==> src/rtl/core/assert_macros.svh <==
// Assertion macros shared by the transaction core modules.
`ifndef ASSERT_MACROS_SVH
`define ASSERT_MACROS_SVH

// The condition holds at every clock edge outside reset.
`define ASSERT_HOLDS(label, cond, msg) \
    label: assert property (@(posedge i_clk) disable iff (!i_rst_n) (cond)) \
        else $error(msg);

// The consequent holds in the same cycle as the antecedent.
`define ASSERT_IMPLIES(label, ante, cons, msg) \
    label: assert property (@(posedge i_clk) disable iff (!i_rst_n) (ante) |-> (cons)) \
        else $error(msg);

// The consequent holds in the cycle after the antecedent.
`define ASSERT_NEXT(label, ante, cons, msg) \
    label: assert property (@(posedge i_clk) disable iff (!i_rst_n) (ante) |=> (cons)) \
        else $error(msg);

`endif

==> src/rtl/core/mdb_mt_pkg.sv <==
// Types, codes and helper functions of the bus master transaction core.
`default_nettype none

package mdb_mt_pkg;

    localparam int FRAME_BYTES = 36;
    localparam int REPLY_DEPTH = 36;
    localparam int SENT_W      = $clog2(FRAME_BYTES + 1);
    localparam int RCNT_W      = $clog2(REPLY_DEPTH + 1);
    localparam int RAM_AW      = $clog2(REPLY_DEPTH);
    localparam int CFG_IDX_W   = 1;
    localparam int CFG_DATA_W  = 16;

    localparam logic [15:0] TIMEOUT_RESET = 16'd50;
    localparam logic [15:0] TIMER_MAX     = 16'hFFFF;

    localparam logic [CFG_IDX_W-1:0] CFG_MASTER_ENABLE = 1'd0;
    localparam logic [CFG_IDX_W-1:0] CFG_TIMEOUT_TICKS = 1'd1;

    localparam logic [1:0] ACT_FRAME = 2'd0;
    localparam logic [1:0] ACT_BUS   = 2'd1;
    localparam logic [1:0] ACT_TICK  = 2'd2;

    localparam logic [1:0] KIND_TX     = 2'd0;
    localparam logic [1:0] KIND_DATA   = 2'd1;
    localparam logic [1:0] KIND_STATUS = 2'd2;

    localparam logic [2:0] ST_ACK        = 3'd0;
    localparam logic [2:0] ST_NAK        = 3'd1;
    localparam logic [2:0] ST_RET        = 3'd2;
    localparam logic [2:0] ST_TIMEOUT    = 3'd3;
    localparam logic [2:0] ST_CHECKSUM   = 3'd4;
    localparam logic [2:0] ST_OVERFLOW   = 3'd5;
    localparam logic [2:0] ST_DONE       = 3'd6;
    localparam logic [2:0] ST_NOT_MASTER = 3'd7;

    localparam logic [1:0] PH_IDLE = 2'd0;
    localparam logic [1:0] PH_SEND = 2'd1;
    localparam logic [1:0] PH_WAIT = 2'd2;

    localparam logic       MODE_BIT = 1'b1;
    localparam logic [7:0] WORD_ACK = 8'h00;
    localparam logic [7:0] WORD_NAK = 8'hFF;
    localparam logic [7:0] WORD_RET = 8'hAA;

    typedef struct packed {
        logic [1:0] action;
        logic [7:0] frame_byte;
        logic       frame_last;
        logic [8:0] rx_word;
    } t_in_word;

    typedef struct packed {
        logic [1:0] kind;
        logic [8:0] tx_word;
        logic [7:0] host_byte;
        logic [2:0] status;
        logic       last;
    } t_out_word;

    typedef struct packed {
        logic process;
        logic rd;
        logic rd_next;
        logic ld_data;
        logic ld_tail0;
        logic ld_tail1;
    } t_cmd;

    typedef struct packed {
        logic slot_free;
        logic nd_zero;
        logic idx_last;
        logic tail0_v;
        logic tail1_v;
    } t_sts;

    function automatic t_out_word f_tx(input logic [8:0] word);
        t_out_word r;
        r         = '0;
        r.kind    = KIND_TX;
        r.tx_word = word;
        return r;
    endfunction

    function automatic t_out_word f_status(input logic [2:0] code);
        t_out_word r;
        r        = '0;
        r.kind   = KIND_STATUS;
        r.status = code;
        return r;
    endfunction

    function automatic t_out_word f_data(input logic [7:0] data);
        t_out_word r;
        r           = '0;
        r.kind      = KIND_DATA;
        r.host_byte = data;
        return r;
    endfunction

endpackage

`default_nettype wire

==> src/rtl/core/mdb_master_transaction_core.sv <==
// Top level of the multi-drop bus master transaction core.
// Input channel: one word per action (host frame byte, received bus word or
// timer tick), accepted when i_in_valid and o_in_ready are both high.
// Output channel: result words of kind bus transmit word, reply data byte or
// status, with last set on the final result caused by an input word.
// Configuration channel: master enable and timeout ticks, always ready.
// An input word is taken in the idle state and planned in the next cycle;
// its results then leave one per cycle from the output register while the
// receiver is ready, the first loaded after the planning state. A good
// checksum word releases its buffered reply bytes ahead of its status,
// paced by the registered read port of the reply buffer. The next input
// word is taken as soon as the last result is loaded, even while that
// result still waits in the output register. When the receiver stalls,
// the result sequence stops and the input stays blocked until it resumes.
// Reset returns the core to idle, clears the counters and sums, restores
// the configuration defaults and empties the output register.
`default_nettype none

module mdb_master_transaction_core
    import mdb_mt_pkg::*;
(
    input  wire logic                  i_clk,
    input  wire logic                  i_rst_n,
    input  wire logic                  i_in_valid,
    output logic                       o_in_ready,
    input  wire t_in_word              i_in_word,
    output logic                       o_out_valid,
    input  wire logic                  i_out_ready,
    output t_out_word                  o_out_word,
    input  wire logic                  i_cfg_valid,
    output logic                       o_cfg_ready,
    input  wire logic [CFG_IDX_W-1:0]  i_cfg_index,
    input  wire logic [CFG_DATA_W-1:0] i_cfg_data
);

    t_cmd cmd;
    t_sts sts;

    assign o_cfg_ready = 1'b1;

    mdb_mt_ctrl u_ctrl (
        .i_clk      (i_clk),
        .i_rst_n    (i_rst_n),
        .i_in_valid (i_in_valid),
        .o_in_ready (o_in_ready),
        .i_sts      (sts),
        .o_cmd      (cmd)
    );

    mdb_mt_dp u_dp (
        .i_clk       (i_clk),
        .i_rst_n     (i_rst_n),
        .i_in_word   (i_in_word),
        .i_cfg_valid (i_cfg_valid),
        .i_cfg_index (i_cfg_index),
        .i_cfg_data  (i_cfg_data),
        .i_cmd       (cmd),
        .o_sts       (sts),
        .i_out_ready (i_out_ready),
        .o_out_valid (o_out_valid),
        .o_out_word  (o_out_word)
    );

endmodule

`default_nettype wire

==> src/rtl/core/mdb_mt_ram.sv <==
// Generic single-write, single-read RAM with registered read data.
`default_nettype none

module mdb_mt_ram #(
    parameter int WIDTH = 8,
    parameter int DEPTH = 36,
    localparam int AW   = $clog2(DEPTH)
) (
    input  wire logic             i_clk,
    input  wire logic             i_wr_en,
    input  wire logic [AW-1:0]    i_wr_addr,
    input  wire logic [WIDTH-1:0] i_wr_data,
    input  wire logic             i_rd_en,
    input  wire logic [AW-1:0]    i_rd_addr,
    output logic      [WIDTH-1:0] o_rd_data
);

    logic [WIDTH-1:0] r_mem [DEPTH];

    always_ff @(posedge i_clk) begin
        if (i_wr_en) begin
            r_mem[i_wr_addr] <= i_wr_data;
        end
        if (i_rd_en) begin
            o_rd_data <= r_mem[i_rd_addr];
        end
    end

endmodule

`default_nettype wire

==> src/rtl/core/mdb_mt_dp.sv <==
// Datapath: configuration, transaction state, reply buffer and output register.
`default_nettype none
`include "assert_macros.svh"

module mdb_mt_dp
    import mdb_mt_pkg::*;
(
    input  wire logic                  i_clk,
    input  wire logic                  i_rst_n,
    input  wire t_in_word              i_in_word,
    input  wire logic                  i_cfg_valid,
    input  wire logic [CFG_IDX_W-1:0]  i_cfg_index,
    input  wire logic [CFG_DATA_W-1:0] i_cfg_data,
    input  wire t_cmd                  i_cmd,
    output t_sts                       o_sts,
    input  wire logic                  i_out_ready,
    output logic                       o_out_valid,
    output t_out_word                  o_out_word
);

    logic              r_master_en;
    logic [15:0]       r_timeout;
    logic [1:0]        r_phase, n_phase;
    logic [SENT_W-1:0] r_sent, n_sent;
    logic [7:0]        r_ssum, n_ssum;
    logic [RCNT_W-1:0] r_rcount, n_rcount;
    logic [7:0]        r_rsum, n_rsum;
    logic              r_heard, n_heard;
    logic [15:0]       r_timer, n_timer;

    logic [RCNT_W-1:0] r_nd, n_nd;
    t_out_word         r_t0, n_t0;
    t_out_word         r_t1, n_t1;
    logic              r_t0v, n_t0v;
    logic              r_t1v, n_t1v;
    logic [RAM_AW-1:0] r_idx;

    logic              r_out_valid;
    t_out_word         r_out, n_out;

    logic              word_v;
    logic [8:0]        word;
    logic [8:0]        sum_word;
    logic [7:0]        rx_v;
    logic [15:0]       timer_inc;
    logic              wr_en;
    logic [RAM_AW-1:0] rd_addr;
    logic [7:0]        rd_data;
    logic              ld_any;

    always_comb begin
        n_phase  = r_phase;
        n_sent   = r_sent;
        n_ssum   = r_ssum;
        n_rcount = r_rcount;
        n_rsum   = r_rsum;
        n_heard  = r_heard;
        n_timer  = r_timer;
        n_nd     = '0;
        n_t0     = '0;
        n_t1     = '0;
        n_t0v    = 1'b0;
        n_t1v    = 1'b0;
        word_v   = 1'b0;
        word     = '0;
        sum_word = '0;
        wr_en    = 1'b0;
        rx_v     = i_in_word.rx_word[7:0];
        timer_inc = (r_timer != TIMER_MAX) ? r_timer + 16'd1 : r_timer;
        if (i_cmd.process) begin
            unique case (i_in_word.action)
                ACT_FRAME: begin
                    if (!r_master_en) begin
                        n_phase = PH_IDLE;
                        n_t0    = f_status(ST_NOT_MASTER);
                        n_t0v   = 1'b1;
                    end else if (r_phase != PH_WAIT) begin
                        if (r_phase == PH_IDLE) begin
                            word_v  = 1'b1;
                            word    = {MODE_BIT, i_in_word.frame_byte};
                            n_sent  = SENT_W'(1);
                            n_ssum  = i_in_word.frame_byte;
                            n_phase = PH_SEND;
                        end else if (r_sent < SENT_W'(FRAME_BYTES)) begin
                            word_v = 1'b1;
                            word   = {1'b0, i_in_word.frame_byte};
                            n_sent = r_sent + SENT_W'(1);
                            n_ssum = r_ssum + i_in_word.frame_byte;
                        end
                        sum_word = {1'b0, n_ssum};
                        if (i_in_word.frame_last) begin
                            n_phase  = PH_WAIT;
                            n_rcount = '0;
                            n_rsum   = '0;
                            n_heard  = 1'b0;
                            n_timer  = '0;
                        end
                        n_t0  = word_v ? f_tx(word) : f_tx(sum_word);
                        n_t0v = word_v | i_in_word.frame_last;
                        n_t1  = f_tx(sum_word);
                        n_t1v = word_v & i_in_word.frame_last;
                    end
                end
                ACT_BUS: begin
                    if (r_phase == PH_WAIT) begin
                        n_timer = '0;
                        n_heard = 1'b1;
                        if (i_in_word.rx_word[8]) begin
                            n_phase = PH_IDLE;
                            n_t0v   = 1'b1;
                            if (r_rcount == '0 && rx_v == WORD_ACK) begin
                                n_t0 = f_status(ST_ACK);
                            end else if (r_rcount == '0 && rx_v == WORD_NAK) begin
                                n_t0 = f_status(ST_NAK);
                            end else if (r_rcount == '0 && rx_v == WORD_RET) begin
                                n_t0 = f_status(ST_RET);
                            end else if (rx_v == r_rsum) begin
                                n_nd  = r_rcount;
                                n_t0  = f_status(ST_DONE);
                                n_t1  = f_tx({MODE_BIT, WORD_ACK});
                                n_t1v = 1'b1;
                            end else begin
                                n_t0  = f_status(ST_CHECKSUM);
                                n_t1  = f_tx({MODE_BIT, WORD_NAK});
                                n_t1v = 1'b1;
                            end
                        end else if (r_rcount < RCNT_W'(REPLY_DEPTH)) begin
                            wr_en    = 1'b1;
                            n_rcount = r_rcount + RCNT_W'(1);
                            n_rsum   = r_rsum + rx_v;
                        end else begin
                            n_phase = PH_IDLE;
                            n_t0    = f_status(ST_OVERFLOW);
                            n_t0v   = 1'b1;
                        end
                    end
                end
                ACT_TICK: begin
                    if (r_phase == PH_WAIT) begin
                        n_timer = timer_inc;
                        if (timer_inc >= r_timeout) begin
                            n_phase = PH_IDLE;
                            if (!r_heard) begin
                                n_t0  = f_status(ST_TIMEOUT);
                                n_t0v = 1'b1;
                            end
                        end
                    end
                end
                default: begin
                end
            endcase
        end
    end

    always_ff @(posedge i_clk) begin
        if (!i_rst_n) begin
            r_master_en <= 1'b0;
            r_timeout   <= TIMEOUT_RESET;
        end else if (i_cfg_valid) begin
            unique case (i_cfg_index)
                CFG_MASTER_ENABLE: r_master_en <= i_cfg_data[0];
                CFG_TIMEOUT_TICKS: r_timeout   <= i_cfg_data;
            endcase
        end
    end

    always_ff @(posedge i_clk) begin
        if (!i_rst_n) begin
            r_phase  <= PH_IDLE;
            r_sent   <= '0;
            r_ssum   <= '0;
            r_rcount <= '0;
            r_rsum   <= '0;
            r_heard  <= 1'b0;
            r_timer  <= '0;
        end else begin
            r_phase  <= n_phase;
            r_sent   <= n_sent;
            r_ssum   <= n_ssum;
            r_rcount <= n_rcount;
            r_rsum   <= n_rsum;
            r_heard  <= n_heard;
            r_timer  <= n_timer;
        end
    end

    always_ff @(posedge i_clk) begin
        if (i_cmd.process) begin
            r_nd  <= n_nd;
            r_t0  <= n_t0;
            r_t1  <= n_t1;
            r_t0v <= n_t0v;
            r_t1v <= n_t1v;
            r_idx <= '0;
        end else if (i_cmd.ld_data) begin
            r_idx <= r_idx + RAM_AW'(1);
        end
    end

    assign rd_addr = i_cmd.rd_next ? r_idx + RAM_AW'(1) : r_idx;

    mdb_mt_ram #(
        .WIDTH (8),
        .DEPTH (REPLY_DEPTH)
    ) u_reply_ram (
        .i_clk     (i_clk),
        .i_wr_en   (wr_en),
        .i_wr_addr (r_rcount[RAM_AW-1:0]),
        .i_wr_data (rx_v),
        .i_rd_en   (i_cmd.rd),
        .i_rd_addr (rd_addr),
        .o_rd_data (rd_data)
    );

    assign ld_any = i_cmd.ld_data | i_cmd.ld_tail0 | i_cmd.ld_tail1;

    always_comb begin
        n_out = r_out;
        if (i_cmd.ld_data) begin
            n_out = f_data(rd_data);
        end else if (i_cmd.ld_tail0) begin
            n_out      = r_t0;
            n_out.last = !r_t1v;
        end else if (i_cmd.ld_tail1) begin
            n_out      = r_t1;
            n_out.last = 1'b1;
        end
    end

    always_ff @(posedge i_clk) begin
        r_out <= n_out;
    end

    always_ff @(posedge i_clk) begin
        if (!i_rst_n) begin
            r_out_valid <= 1'b0;
        end else if (ld_any) begin
            r_out_valid <= 1'b1;
        end else if (i_out_ready) begin
            r_out_valid <= 1'b0;
        end
    end

    assign o_out_valid     = r_out_valid;
    assign o_out_word      = r_out;
    assign o_sts.slot_free = !r_out_valid | i_out_ready;
    assign o_sts.nd_zero   = (r_nd == '0);
    assign o_sts.idx_last  = (RCNT_W'(r_idx) + RCNT_W'(1) == r_nd);
    assign o_sts.tail0_v   = r_t0v;
    assign o_sts.tail1_v   = r_t1v;

    `ASSERT_IMPLIES(a_idx_in_range, i_cmd.ld_data, RCNT_W'(r_idx) < r_nd, "Read index past reply count.")
    `ASSERT_HOLDS(a_rcount_bound, r_rcount <= RCNT_W'(REPLY_DEPTH), "Reply count past buffer depth.")

endmodule

`default_nettype wire

==> src/rtl/core/mdb_mt_ctrl.sv <==
// Controller: sequences item intake, reply buffer reads and result loads.
`default_nettype none
`include "assert_macros.svh"

module mdb_mt_ctrl
    import mdb_mt_pkg::*;
(
    input  wire logic i_clk,
    input  wire logic i_rst_n,
    input  wire logic i_in_valid,
    output logic      o_in_ready,
    input  wire t_sts i_sts,
    output t_cmd      o_cmd
);

    localparam logic [2:0] S_IDLE  = 3'd0;
    localparam logic [2:0] S_PLAN  = 3'd1;
    localparam logic [2:0] S_DATA  = 3'd2;
    localparam logic [2:0] S_TAIL0 = 3'd3;
    localparam logic [2:0] S_TAIL1 = 3'd4;

    logic [2:0] r_state, n_state;

    always_comb begin
        n_state = r_state;
        o_cmd   = '0;
        unique case (r_state)
            S_IDLE: begin
                if (i_in_valid) begin
                    o_cmd.process = 1'b1;
                    n_state       = S_PLAN;
                end
            end
            S_PLAN: begin
                o_cmd.rd = 1'b1;
                if (!i_sts.nd_zero) begin
                    n_state = S_DATA;
                end else if (i_sts.tail0_v) begin
                    n_state = S_TAIL0;
                end else begin
                    n_state = S_IDLE;
                end
            end
            S_DATA: begin
                if (i_sts.slot_free) begin
                    o_cmd.ld_data = 1'b1;
                    if (i_sts.idx_last) begin
                        n_state = S_TAIL0;
                    end else begin
                        o_cmd.rd      = 1'b1;
                        o_cmd.rd_next = 1'b1;
                    end
                end
            end
            S_TAIL0: begin
                if (i_sts.slot_free) begin
                    o_cmd.ld_tail0 = 1'b1;
                    n_state        = i_sts.tail1_v ? S_TAIL1 : S_IDLE;
                end
            end
            S_TAIL1: begin
                if (i_sts.slot_free) begin
                    o_cmd.ld_tail1 = 1'b1;
                    n_state        = S_IDLE;
                end
            end
            default: begin
                n_state = S_IDLE;
            end
        endcase
    end

    always_ff @(posedge i_clk) begin
        if (!i_rst_n) begin
            r_state <= S_IDLE;
        end else begin
            r_state <= n_state;
        end
    end

    assign o_in_ready = (r_state == S_IDLE);

    `ASSERT_IMPLIES(a_load_needs_slot, o_cmd.ld_data || o_cmd.ld_tail0 || o_cmd.ld_tail1, i_sts.slot_free, "Result loaded into a full output register.")
    `ASSERT_HOLDS(a_single_load, ($onehot0({o_cmd.ld_data, o_cmd.ld_tail0, o_cmd.ld_tail1})), "More than one result loaded in a cycle.")
    `ASSERT_NEXT(a_data_after_plan, r_state == S_PLAN && !i_sts.nd_zero, r_state == S_DATA && !o_in_ready, "Buffered reply not drained after a good sum.")

endmodule

`default_nettype wire
==> config.mk <==
export PLATFORM = sky130hd
export DESIGN_NAME = mdb_master_transaction_core
export DESIGN_NICKNAME = d
export VERILOG_FILES = /design/src/rtl/core/mdb_mt_pkg.sv /design/src/rtl/core/mdb_master_transaction_core.sv /design/src/rtl/core/mdb_mt_ram.sv /design/src/rtl/core/mdb_mt_dp.sv /design/src/rtl/core/mdb_mt_ctrl.sv
export VERILOG_INCLUDE_DIRS = /design/src /design/src/rtl/core
export SDC_FILE = /design/constraint.sdc
export NUM_CORES = 1
export LEC_CHECK = 0
export ABC_AREA = 1
export BUFFER_PORTS_ARGS = -buffer_cell sky130_fd_sc_hd__buf_2
export CAP_MARGIN = 20
export CORE_MARGIN = 2
export CORE_UTILIZATION = 35
export DETAILED_ROUTE_END_ITERATION = 8
export SLEW_MARGIN = 0
export SYNTH_ARGS = -nofsm -noshare
export SYNTH_HDL_FRONTEND = slang
export SYNTH_SLANG_ARGS = --single-unit
==> constraint.sdc <==
create_clock -name i_clk -period 7.3 [get_ports i_clk]
set_input_delay 0.73 -clock i_clk [delete_from_list [all_inputs] [get_ports i_clk]]
set_output_delay 0.73 -clock i_clk [all_outputs]
set_load 0.05 [all_outputs]
---- Yosys cells after proc, flatten, opt, wreduce, memory -nomap -nowiden ----
Memory sizes are Yosys's and may differ from the RTL's. A register that Yosys moved wholly into a read port is not among the register bits.
Cells that the tools add are included.
operators by class
  add/subtract/negate cells ............... 6
  order comparisons ....................... 3
  equality and inequality tests ........... 29
  multiplexer cells ....................... 119
  bitwise operators ....................... 10
  reductions and logical operators ........ 27
operators by type and width
  cell                   number
  $mux 23                19
  $mux 16                6
  $mux 8                 9
  $pmux 23 s3            1
  $mux 6                 9
  $pmux 16 s3            1
  $pmux 23 s2            1
  $mux 20                2
  $mux 1                 39
  $mux 2                 13
  $mux 3                 8
  $mux 21                1
  $add 6x1->6 const B    3
  $add 16x1->16 const B  1
  $add 8x8->8            2
  $eq 8x8->1 const B     2
  $ge 16x16->1           1
  $ne 16x16->1 const B   1
  $ne 2x2->1 const B     8
  $pmux 8 s2             1
  $reduce_and 8->1       2
  $pmux 3 s5             1
  $logic_not 6->1        2
  $lt 6x6->1 const B     2
  32 further kinds       59
storage, ports and cells
  register bits ........................... 149
  bits in writable memories ............... 288
  memories ................................ 1
memory list
  name                    depth  width  read ports  clocked after memory_dff  write ports  RTL line          text
  u_dp.u_reply_ram.r_mem  36     8      1           1                         1            mdb_mt_ram.sv:18  logic [WIDTH-1:0] r_mem [DEPTH];

---- Depth between registers and ports, before layout ----
  depth after elaboration ................. 11
  gate-level depth with buffers ........... 22
  depth with buffers taken out ............ 22

---- By module ----
Synthesis repeated with hierarchy kept, for this count alone.
unflattened totals
  cell total of the unflattened synthesis .. 1991
  area total of the unflattened synthesis .. 19339.8 µm²
modules (own cells, without submodules)
  module                       instances  cells an instance  area an instance (µm²)  sequential area each (µm²)
  mdb_mt_ram                   1          1023               12057.8                 8888.5
  mdb_mt_dp                    1          915                6994.2                  2862.7
  mdb_mt_ctrl                  1          51                 276.5                   60.1
  mdb_master_transaction_core  1          2                  11.3                    0.0

---- Least setup slack after synthesis ----
Ideal clock, no wire load.
  path type ............................... input-to-reg
  start ................................... input i_in_valid
  end ..................................... memory u_dp.u_reply_ram.r_mem[16][0] (enable)
  arrival ................................. 3.514 ns
  required time ........................... 6.929 ns
  setup slack ............................. 3.415 ns
  cell stages on the path ................. 6
  path through ............................ inv_1 -> nor2_1 -> inv_2 -> nor4_1 -> nand3_1 -> nor2_1
RTL lines
  item             RTL line                           text
  start, declared  mdb_master_transaction_core.sv:24  input wire logic i_in_valid,
  end, declared    mdb_mt_ram.sv:18

---- Final worst setup path ----
  start ................................... register u_dp.r_idx[0]
  end ..................................... register u_dp.u_reply_ram.o_rd_data[4] (read register of u_dp.u_reply_ram.r_mem), data pin
between the ends
  cells in the longest elaborated chain, start to end .. 6
ends and longest elaborated chain
  item                    RTL line                            text
  start, declared         mdb_mt_dp.sv:36                     logic [RAM_AW-1:0] r_idx;
  start signal, assigned  mdb_mt_dp.sv:197                    r_idx <= r_idx + RAM_AW'(1);
  $add 6x1->6             mdb_mt_dp.sv:201, mdb_mt_dp.sv:249
  $eq 6x6->1              mdb_mt_dp.sv:249                    assign o_sts.idx_last = (RCNT_W'(r_idx) + RCNT_W'(1) == r_nd);
  $mux 2                  mdb_mt_ctrl.sv:47                   if (i_sts.idx_last) begin
  $mux 3                  mdb_mt_ctrl.sv:45                   if (i_sts.slot_free) begin
  $mux 2                  mdb_mt_ctrl.sv:27                   unique case (r_state)
  $mux 6                  mdb_mt_dp.sv:201                    assign rd_addr = i_cmd.rd_next ? r_idx + RAM_AW'(1) : r_idx;
  end, declared           mdb_mt_ram.sv:15                    output logic [WIDTH-1:0] o_rd_data
Parallel ways exist; a longest one is shown, timed or not.
A chain may end at the register's enable or synchronous reset.

==> reports/qor.csv <==
metric,value,unit
slew_viol_final,0,
grt_pass1_wl,78800,microns
crit_top_cell,nand3_1,
crit_type,flip-flop to flip-flop,
combPwrFrac,29.5,%
max_stage_delay,1.07,ns
grt.total_usage,16.8,%
syn_area_per_cell,9.34,sq um
leakagePower,9.20,nW
drtIter0Drc,1170,
area_delta_synth_final,12.1,%
finalCriticalPeriod,4.75,ns
finalPower,7.29,mW
dpl.hpwl,31400,microns
core,0.0564,sq mm
cts_buffers,46,
setup_tns,0,ns
first_global_vias,14200,
synth-edff-count,334,
yosys.area.top_type,edfxtp_1,
detail-route-antenna-nets,0,
post_drt_wl_per_cell,16.8,microns
cts.sinks,423,
antenna_found_initial,2,
nNetsFinal,2270,
p_per_area,326,mW/mm^2
dpl_cell_area,0.0209,sq mm
gp_congestion,0.845,
worstPathArrival,5.08,ns
cts.path.max_buffers,3,
ys_top_cells_by_area,"edfxtp_1, dfxtp_1, nand3_1",
ctsResizeCount,0,
drive_gt1_share,8.27,%
switchingPower,2.65,mW
synthArstFlopShare,0,%
firstDrtPassIters,6,
min_period_over_period,65.1,%
clockPowerShare,31.2,%
synthCells,2137,
p_int,4.64,mW
yosys_warnings,0,
end_kind,flip-flop,
synth_top_area_share,50.3,%
critPathMaxFanout,79,
cts_tree,built,
hp-class,input port to flip-flop,
path_cells,ha_1 > nand2_1 > nand2_1 > nand2_1 > nand3_1 > nor2_1 > nand3_2 > nand3_1 > nand2_4 > buf_4 > nand2_1 > nand3_1 > nand3_1 > nand3_1 > nand3_1 > nand3_1 > nand2_1,
synth_cell_type_count,50,
ir_drop,181,uV
drc,0,
die_w,243,microns
share_seq_of_total_power,39.3,%
synthFlopType,edfxtp_1,
post-route-util,39.7,%
synth-seq-cells,423,
rows,87,
status,finished clean,
synth-seq-area-share,59.2,%
io_pins,68,
post_cts_buffers,0,
hold_violations,0,
grt_max_degree,85,
grt_overflow_total,0,
clockRootBuffer,clkbuf_16,
htreeDepth,2,
clock_latency,0.60,ns
slew_headroom,29.5,%
drv_cap,0,
drt-total-wl,50200,microns
rsz0062_at_grt,false,
start_util,35.4,%
vias,14700,
diodes,0,
synthTopCellsByCount,"nand2_1, inv_1, edfxtp_1, nand3_1, nor2_1",
crit_slowest_cell,nand2_4,
worst_pin_slew,1.05,ns
io_buffers,66,
fin_area,0.0224,sq mm
routed_via_density,4.93,
die_area,0.0589,sq mm
syn_nets,2220,
die_h,243,microns
ctsHoldBuffers,0,
setup_viol,0,
synth_area,0.0200,sq mm
skew,0.0313,ns
crit_required,7.63,ns
fmax,0.211,GHz
synth.most_common_cell,nand2_1,
p_sw_share,36.4,%
clkTransAtPathRegs,0.06,ns
worstSetupStartpointType,flip-flop,
sequential cells by signal (all words and copies together) (netlist names):
name                        flops
u_dp.r_phase                    2
u_dp.u_reply_ram.o_rd_data      8
u_dp.r_rsum                     8
u_dp.r_timeout                 16
u_dp.r_ssum                     8
u_dp.r_heard                    1
u_dp.r_idx                      6
u_dp.o_out_valid                1
u_dp.r_nd                       6
u_dp.r_t1                       9
u_dp.r_t1v                      1
u_dp.r_t0v                      1
u_dp.u_reply_ram.r_mem        288
u_dp.r_master_en                1
u_dp.r_rcount                   6
u_dp.o_out_word                23
u_dp.r_sent                     6
u_dp.r_t0                      13
u_ctrl.r_state                  3
u_dp.r_timer                   16
cell usage in the layout (no fill, tap or decap), types with 5 or more instances in the layout:
master / netlist / final
nand2_1: 416 / 416
inv_1: 378 / 378
edfxtp_1: 334 / 334
nand3_1: 330 / 330
nor2_1: 116 / 115
a21oi_1: 113 / 113
o21ai_0: 90 / 89
dfxtp_1: 89 / 89
buf_2: 25 / 66
clkbuf_16: 0 / 47
ha_1: 39 / 39
nor3_1: 20 / 20
buf_4: 19 / 17
xor2_1: 14 / 14
o21bai_1: 11 / 11
nand4_1: 10 / 10
clkinv_1: 1 / 10
clkbuf_1: 26 / 10
clkinv_2: 0 / 10
o22ai_1: 9 / 9
nor4_1: 8 / 8
o211ai_1: 7 / 7
or2_2: 6 / 6
a31oi_1: 5 / 5
nor3b_1: 5 / 5
nand2_2: 7 / 5
critical path, delay by kind of cell (launching register included):
kind	cells	cell delay, ns
flops	1	0.55
buf+inv	1	0.41
simple gates	15	3.18
fa+ha+maj	1	0.31
cells by family (layout without fill, tap and decap cells):
logic type	count (synthesis)	count (layout)	synth area share, %
AO/OA/AOI/OAI	255	255	7.13
XOR/XNOR	18	18	0.790
adder cells (fa/ha/maj)	41	41	2.65
buffers and inverters	468	555	9.73
flip-flops	423	423	59.2
other	1	1	0.0188
AND/OR/NAND/NOR	931	931	20.5
power by group through the flow:
stage | clock network, mW | registers (mW) | logic, mW
final | 2.27 | 2.86 | 2.15
after global routing | 2.41 | 2.87 | 2.38
after CTS | 2.32 | 2.86 | 2.15
after detailed placement | 0 | 2.91 | 2.14
after global placement | 0 | 2.91 | 2.10
after floorplan | 0 | 3.00 | 1.50
layer usage:
metal	share of wire, %	global-route usage (%)	vias to the layer above
met5	0.060	0	-
met3	6.8	3.20	89
li1	-	-	7187
met2	47	28.1	450
met1	44	22.4	6972
met4	2.3	4.64	4
worst paths after layout:
path | slack (ns) | endpoint | start | cells past startpoint
max reg2reg | 2.55 | u_dp.u_reply_ram.o_rd_data[4] | u_dp.r_idx[0] | 17
max | 2.55 | u_dp.u_reply_ram.o_rd_data[4] | u_dp.r_idx[0] | 17
min reg2reg | 0.47 | u_dp.r_timer[3] | u_dp.r_timer[3] | 2
min | 0.36 | u_dp.r_timeout[4] | i_cfg_data[4] | 3
stage by stage:
step                      hold slack (ns)  setup slack (ns)  cells
after floorplan                     0.422              3.42   2137
after global placement              0.443              2.29   2893
after detailed placement            0.457              2.22   2893
after CTS                           0.334              2.58   2978
after global routing                0.357              2.09   2980
final                               0.364              2.55   2980
layout make-up:
cell class | instances | area, sq um
fillers | 5571 | 34000
flip-flops and latches | 423 | 11800
multi-input cells | 1246 | 6210
inverters | 386 | 1460
clock buffers | 57 | 1210
well taps | 756 | 946
repair buffers | 84 | 485
clock inverters | 28 | 230
Power figures use the tool's default switching activity.
